## src/hamming_encode_correct_unit_macros.svh

```systemverilog
// assertion macros for the hamming encode/correct unit
// expects clk and arst_n in the scope of each use
`ifndef HAMMING_ENCODE_CORRECT_UNIT_MACROS_SVH
`define HAMMING_ENCODE_CORRECT_UNIT_MACROS_SVH

`ifndef NO_ASSERTIONS

// same-cycle implication
`define HEC_ASSERT_IMPL(label, ante, cons) \
	label: assert property (@(posedge clk) disable iff (!arst_n) (ante) |-> (cons)) \
		else $error("hec assertion failed");

// next-cycle implication
`define HEC_ASSERT_NEXT(label, ante, cons) \
	label: assert property (@(posedge clk) disable iff (!arst_n) (ante) |=> (cons)) \
		else $error("hec assertion failed");

`else

`define HEC_ASSERT_IMPL(label, ante, cons)
`define HEC_ASSERT_NEXT(label, ante, cons)

`endif

`endif

```

## src/hec_pkg.sv

```systemverilog
// types, widths and code helper functions for the hamming encode/correct unit
// no dependencies
`default_nettype none

package hec_pkg;

	localparam int WORD_W = 31;
	localparam int POS_W  = 5;
	localparam int R_W    = 3;

	typedef logic [WORD_W-1:0] word_t;
	typedef logic [POS_W-1:0]  pos_t;

	typedef enum logic {
		OP_ENCODE = 1'b0,
		OP_DECODE = 1'b1
	} op_t;

	// smallest r with 2^r >= m + r + 1
	function automatic logic [R_W-1:0] parity_count(input pos_t m);
		logic [R_W-1:0] r;
		r = '0;
		for (int i = 0; i < 7; i++) begin
			if ((7'd1 << r) < (7'(m) + 7'(r) + 7'd1))
				r = r + 3'd1;
		end
		return r;
	endfunction

	function automatic bit is_pow2(input int p);
		return (p & (p - 1)) == 0;
	endfunction

	// largest data length whose codeword fits in lim bits
	function automatic int max_data_bits(input int lim);
		int best;
		best = 1;
		for (int m = 1; m <= 26; m++) begin
			if (m + int'(parity_count(pos_t'(m))) <= lim)
				best = m;
		end
		return best;
	endfunction

	// xor of the 1-based indices of all set positions
	function automatic pos_t syndrome(input word_t cw);
		pos_t s;
		s = '0;
		for (int p = 1; p <= WORD_W; p++) begin
			if (cw[p-1])
				s = s ^ pos_t'(p);
		end
		return s;
	endfunction

	// data bits into the non-power-of-two positions, ascending
	function automatic word_t scatter(input word_t data);
		word_t cw;
		int    k;
		cw = '0;
		k  = 0;
		for (int p = 1; p <= WORD_W; p++) begin
			if (!is_pow2(p)) begin
				cw[p-1] = data[k];
				k = k + 1;
			end
		end
		return cw;
	endfunction

endpackage

`default_nettype wire

```

## src/hamming_encode_correct_unit.sv

```systemverilog
// hamming single-error-correcting encoder and corrector, top level
// depends on hec_pkg and hamming_encode_correct_unit_macros.svh
//
//  channel | signals                                   | direction
//  --------+-------------------------------------------+----------
//  in      | in_valid, in_stall, operation, word_in    | into block
//  out     | out_valid, out_stall, word_out,           | out of block
//          | error_position, error_found               |
//  cfg     | cfg_valid, cfg_ready, data_bits           | into block
//
// one item per cycle sustained while out_stall is low; each item passes the input register,
// then the xor trees into the result register, which drives out_valid
// arst_n clears the valid flags and sets the stored data length to 4 (7-bit codeword),
// clamped like a written length when MAX_CODE_BITS is below 7
// a held result stalls the input register, and its stall reaches in_stall
// cfg_ready is high only while no item is in flight
`default_nettype none
`include "hamming_encode_correct_unit_macros.svh"

module hamming_encode_correct_unit #(
	parameter int MAX_CODE_BITS = 31
) (
	input  wire logic               clk,
	input  wire logic               arst_n,
	// input channel
	input  wire logic               in_valid,
	output logic                    in_stall,
	input  wire logic               operation,
	input  wire hec_pkg::word_t     word_in,
	// result channel
	output logic                    out_valid,
	input  wire logic               out_stall,
	output hec_pkg::word_t          word_out,
	output hec_pkg::pos_t           error_position,
	output logic                    error_found,
	// configuration write
	input  wire logic               cfg_valid,
	output logic                    cfg_ready,
	input  wire hec_pkg::pos_t      data_bits
);

	import hec_pkg::*;

	// codeword length limit and the data length it allows
	localparam int CODE_LIMIT = (MAX_CODE_BITS < WORD_W) ? MAX_CODE_BITS : WORD_W;
	localparam int M_MAX      = max_data_bits(CODE_LIMIT);

	// reset length of four data bits, saturated to what fits
	localparam pos_t RESET_M = pos_t'((M_MAX < 4) ? M_MAX : 4);
	localparam pos_t RESET_N = RESET_M + pos_t'(parity_count(RESET_M));

	// configuration: effective data length and code length
	pos_t m_q;
	pos_t n_q;
	pos_t cfg_m;
	pos_t cfg_m_clip;
	pos_t cfg_n;

	// input register
	logic  valid_s1;
	op_t   op_s1;
	word_t word_s1;

	// result register
	logic  out_valid_q;
	word_t word_q;
	pos_t  pos_q;
	logic  found_q;

	logic  out_take;
	logic  adv_s1;

	// datapath
	word_t m_mask;
	word_t n_mask;
	word_t enc_data;
	word_t enc_cw;
	pos_t  enc_syn;
	word_t dec_cw;
	pos_t  dec_syn;
	logic  dec_found;
	word_t dec_fixed;
	word_t res_word;
	pos_t  res_pos;
	logic  res_found;

	// zero length reads as one, too long saturates to what fits
	always_comb begin
		cfg_m      = (data_bits == '0) ? pos_t'(1) : data_bits;
		cfg_m_clip = (cfg_m > pos_t'(M_MAX)) ? pos_t'(M_MAX) : cfg_m;
		cfg_n      = cfg_m_clip + pos_t'(parity_count(cfg_m_clip));
	end

	// config only moves when nothing is in flight
	assign cfg_ready = !valid_s1 && !out_valid_q;

	always_ff @(posedge clk or negedge arst_n) begin
		if (!arst_n) begin
			m_q <= RESET_M;
			n_q <= RESET_N;
		end else if (cfg_valid && cfg_ready) begin
			m_q <= cfg_m_clip;
			n_q <= cfg_n;
		end
	end

	// handshake: result register frees when empty or taken this cycle
	assign out_take = !out_valid_q || !out_stall;
	assign adv_s1   = valid_s1 && out_take;
	assign in_stall = valid_s1 && !out_take;

	always_ff @(posedge clk or negedge arst_n) begin
		if (!arst_n) begin
			valid_s1 <= 1'b0;
		end else if (!in_stall) begin
			valid_s1 <= in_valid;
		end
	end

	always_ff @(posedge clk) begin
		if (in_valid && !in_stall) begin
			op_s1   <= op_t'(operation);
			word_s1 <= word_in;
		end
	end

	// low-bit masks for data length and code length
	assign m_mask = ~({WORD_W{1'b1}} << m_q);
	assign n_mask = ~({WORD_W{1'b1}} << n_q);

	// encode: scatter, then parity bits take the syndrome of the data positions
	always_comb begin
		enc_data = word_s1 & m_mask;
		enc_cw   = scatter(enc_data);
		enc_syn  = syndrome(enc_cw);
		for (int j = 0; j < POS_W; j++)
			enc_cw[(1 << j) - 1] = enc_syn[j];
	end

	// decode: flip the named position if it lies inside the codeword
	always_comb begin
		dec_cw    = word_s1 & n_mask;
		dec_syn   = syndrome(dec_cw);
		dec_found = (dec_syn != '0);
		dec_fixed = dec_cw;
		if (dec_found && (dec_syn <= n_q))
			dec_fixed = dec_cw ^ (word_t'(1) << (dec_syn - pos_t'(1)));
	end

	always_comb begin
		case (op_s1)
			OP_ENCODE: begin
				res_word  = enc_cw;
				res_pos   = '0;
				res_found = 1'b0;
			end
			OP_DECODE: begin
				res_word  = dec_fixed;
				res_pos   = dec_syn;
				res_found = dec_found;
			end
			default: begin
				res_word  = '0;
				res_pos   = '0;
				res_found = 1'b0;
			end
		endcase
	end

	always_ff @(posedge clk or negedge arst_n) begin
		if (!arst_n) begin
			out_valid_q <= 1'b0;
		end else if (out_take) begin
			out_valid_q <= valid_s1;
		end
	end

	always_ff @(posedge clk) begin
		if (adv_s1) begin
			word_q  <= res_word;
			pos_q   <= res_pos;
			found_q <= res_found;
		end
	end

	assign out_valid      = out_valid_q;
	assign word_out       = word_q;
	assign error_position = pos_q;
	assign error_found    = found_q;

	// every delivered word is a valid codeword unless the error lay outside it
	`HEC_ASSERT_IMPL(a_clean_codeword, out_valid_q && (pos_q <= n_q), syndrome(word_q) == '0)
	// found flag agrees with a nonzero position
	`HEC_ASSERT_IMPL(a_found_pos, out_valid_q, found_q == (pos_q != '0))
	// input stalls only when both registers hold items
	`HEC_ASSERT_IMPL(a_stall_cause, in_stall, valid_s1 && out_valid_q && out_stall)
	// stored lengths stay consistent
	`HEC_ASSERT_IMPL(a_cfg_lengths, 1'b1, (m_q != '0) && (n_q > m_q))
	// an accepted config write leaves the block idle next cycle
	`HEC_ASSERT_NEXT(a_cfg_idle, cfg_valid && cfg_ready && !in_valid, !out_valid_q)

endmodule

`default_nettype wire
```

## config.mk

```make
export PLATFORM = sky130hd
export DESIGN_NAME = hamming_encode_correct_unit
export DESIGN_NICKNAME = d
export VERILOG_FILES = /design/src/hec_pkg.sv /design/src/hamming_encode_correct_unit.sv
export VERILOG_INCLUDE_DIRS = /design/src /design/src/src
export SDC_FILE = /design/constraint.sdc
export NUM_CORES = 1
export LEC_CHECK = 0
export ABC_AREA = 1
export BUFFER_PORTS_ARGS = -buffer_cell sky130_fd_sc_hd__buf_2
export CAP_MARGIN = 20
export CORE_ASPECT_RATIO = 0.5
export CORE_MARGIN = 2
export CORE_UTILIZATION = 45
export CTS_BUF_LIST = sky130_fd_sc_hd__clkbuf_4 sky130_fd_sc_hd__clkbuf_8 sky130_fd_sc_hd__clkbuf_16
export CTS_CLUSTER_SIZE = 28
export DETAILED_ROUTE_END_ITERATION = 8
export PLACE_DENSITY_LB_ADDON = 0.08
export SLEW_MARGIN = 20
export SYNTH_ARGS = -nofsm -noshare
export SYNTH_HDL_FRONTEND = slang
export SYNTH_SLANG_ARGS = --single-unit
```

## constraint.sdc

```tcl
create_clock -name clk -period 6 [get_ports clk]
set_clock_uncertainty 0.1 [all_clocks]
set_input_delay 0.9 -clock clk [delete_from_list [all_inputs] [get_ports clk]]
set_output_delay 0.9 -clock clk [all_outputs]
set_load 0.02 [all_outputs]
```

==> summary.md <==
| Metric | Value |
|---|---|
| Starting DRT DRC Count | 476 |
| Max_cap viols | 0 |
| Endpoints failing setup | 5 |
| Number of top-level pins | 82 |
| Area growth syn-to-layout | 30.5% |
| Unrepaired setup endpoints after global routing | yes |
| Rel. slew slack | 0.332 |
| CP Max Fanout | 4 |
| Ys flop type | edfxtp_1 |
| Die H | 95.5 um |
| Placed insts | 1,257 |
| Fin crit period | 11.80 ns |
| Critical-path top delay cell | fa_2 |
| CTS Root Cell | clkbuf_16 |
| Hpwl dp | 15,900 um |
| Crit path largest cell delay | 0.37 ns |
| Routed WL | 19,800 um |
| Synthesized flop and latch total | 81 |
| Critical path required time | 6.14 ns |
| Remaining DRCs | 0 |
| Final core utilization | 0.600 |
| GRT Resource Usage Total | 0.226 |
| Num rows | 33 |
| Final setup margin | -5.80 ns |
| Worst EP arrival | 11.95 ns |
| Remaining Overflow, GRT | 0 |
| Max-slew violations | 0 |
| Fillers | 1,490 |
| Post-route ant nets | 0 |
| Std-Cell Core Area | 0.0164 mm2 |
| Post-synth EDFFs | 69 |
| Cell Area, Synth | 0.00753 mm2 |
| Die area | 0.0179 mm2 |
| H-tree depth | 3 |
| Worst Hold Class | primary input to asynchronous set/reset pin |
| Delay-heaviest family, CP | adder cells |
| Worst path buffer plus inverter count | 12 |
| Port Buffers | 81 |
| Max Root-Sink Buffers | 2 |
| FF-to-FF path depth | 18 |
| Final cell count without fillers | 1,299 |
| Fmax | 0.0847 GHz |
| Worst slew pin tran | 1.00 ns |
| CTS tree | done |
| Synth warnings | 0 |
| GP Congestion | 0.917 |
| Chip width | 187 um |
| Vias in the first global route | 6,111 |
| Vias | 6,466 |
| Mapped Cells | 890 |
| Reg area | 0.00238 mm2 |
| CTS Buf Count | 9 |
| Post-synth cell types | 54 |
| Initial Util | 0.460 |
| Failing checks | negative setup slack |
| Final hold violation count | 0 |
| CP Capture Type | register |
| Net count after synthesis | 1,007 |
| CP Launch Type | primary input |
| Syn avg cell area | 8.46 um2 |
| Ratio of cells with drive above 1 in the final layout | 0.310 |
| Vias per std cell | 4.98 |
| Clock transition at path regs | 0.07 ns |
| DR pass1 iterations | 5 |
| Fin crit share | 1.97 |
| Share of synthesized flip-flops with an asynchronous set or reset | 0.148 |
| Global-route wire length before repair | 31,200 um |
| Total Nets Final | 1,184 |
| Outcome | finished with violations |
| Ant diodes | 0 |
| Initial antenna violation count | 0 |
| Multi-input logic area | 0.00519 mm2 |
| Pin count of the biggest net entering global routing | 38 |
| Critical path type | primary input to register |
| Seq/Total Area, Yosys | 0.316 |
| Clk_lat worst skew | 0.35 ns |
| CP dominant cell by count | ha_4 |
| DR WL/cell | 15.2 um |
| Crit path depth | 77 |
| Hold buffers post-CTS | 0 |
| Total clock sinks | 81 |
[cell usage in the layout (no fill, tap or decap), types with 5 or more instances in the layout]
master       n
nand2_1    165
a21oi_2     10
dfrtp_1      8
inv_1       79
edfxtp_1    69
ha_4        13
o21ai_0     42
xor2_1     107
xnor2_2      5
nand2_4      7
inv_4        6
o21ai_1     18
buf_4       99
nor2_1      66
fa_2         5
ha_1        55
nand3_1     36
o21ai_2      9
a21oi_1     17
buf_2       76
mux2i_1      5
inv_2       18
xnor2_1     49
nand2_2     14
clkbuf_16   11
[through the flow]
step / hold slack, ns / setup slack [ns] / TNS, ns / cell area [um2]
5_1_grt: 0.337 / -6.59 / -31.93 / 9830
4_1_cts: 0.327 / -5.97 / -28.94 / 9560
3_5_place_dp: 0.427 / -6.75 / -32.84 / 8950
3_3_place_gp: 0.401 / -6.51 / -31.74 / 8950
6_report: 0.316 / -5.80 / -28.13 / 9830
2_1_floorplan: 0.360 / -6.66 / -32.42 / 7770
[layout make-up]
class | instances | share of cell area
repair buffers | 181 | 0.124
well taps | 227 | 0.0289
multi-input cells | 686 | 0.528
inverters | 108 | 0.0435
flip-flops and latches | 81 | 0.242
clock buffers | 11 | 0.0280
clock inverters | 5 | 0.00649
[per-layer routing]
layer  wire length, um  track usage
met5                 0            0
met4               310       0.0589
met3              1010       0.0434
met2              9270        0.396
met1              9180        0.290
[cells in the mapped netlist (all sizes together) (4+ instances only)]
| cell type | instances | area share |
|---|---|---|
| xnor2 | 56 | 0.074 |
| o211ai | 7 | 0.0096 |
| ha | 70 | 0.12 |
| clkinv | 4 | 0.0020 |
| o21ai | 70 | 0.050 |
| edfxtp | 69 | 0.28 |
| a21oi | 29 | 0.021 |
| nand3 | 43 | 0.035 |
| clkbuf | 10 | 0.0050 |
| inv | 104 | 0.052 |
| dfstp | 4 | 0.014 |
| dfrtp | 8 | 0.027 |
| fa | 5 | 0.013 |
| mux2i | 5 | 0.0066 |
| buf | 5 | 0.0046 |
| xor2 | 113 | 0.13 |
| nor3 | 4 | 0.0033 |
| o21a | 4 | 0.0040 |
| nand2 | 187 | 0.095 |
| nor2 | 73 | 0.041 |
[final timing paths]
check	start	end	slack [ns]
max in group asynchronous	arst_n	n_q[2]	5.20
worst max register to register	n_q[4]	word_out[2]	1.18
min in group clk	n_q[0]	n_q[0]	0.44
worst min-delay path	arst_n	m_q[4]	0.32
worst max-delay path	data_bits[2]	n_q[4]	-5.80
worst min register to register	n_q[0]	n_q[0]	0.44
[repair_timing]
item / CTS / global route
endpoints found under the setup margin: 5 / 5
gates cloned: 0 / 0
pin swaps: 73 / 15
buffers inserted: 16 / 9
resized for setup: 40 / 40
[sequential cells by signal, summed over array words and instances, names as in the netlist]
signal and cells:
error_position 5, op_s1 1, m_q 5, error_found 1, word_out 31, n_q 5, out_valid 1, valid_s1 1
word_s1 31
[logic make-up (layout without fill, tap and decap cells)]
| family | Yosys count | in the layout | share of synthesized area |
|---|---|---|---|
| compound gates | 122 | 122 | 0.0978 |
| xor+xnor | 169 | 169 | 0.206 |
| fa+ha+maj | 75 | 75 | 0.130 |
| buf+inv | 123 | 305 | 0.0638 |
| flops | 81 | 81 | 0.316 |
| mux | 5 | 5 | 0.00664 |
| other cells | 1 | 1 | 0.000498 |
| simple gates | 314 | 314 | 0.180 |
Power is not shown: default switching activity piles up to over one toggle a cycle in this logic, so the estimate is an artifact.
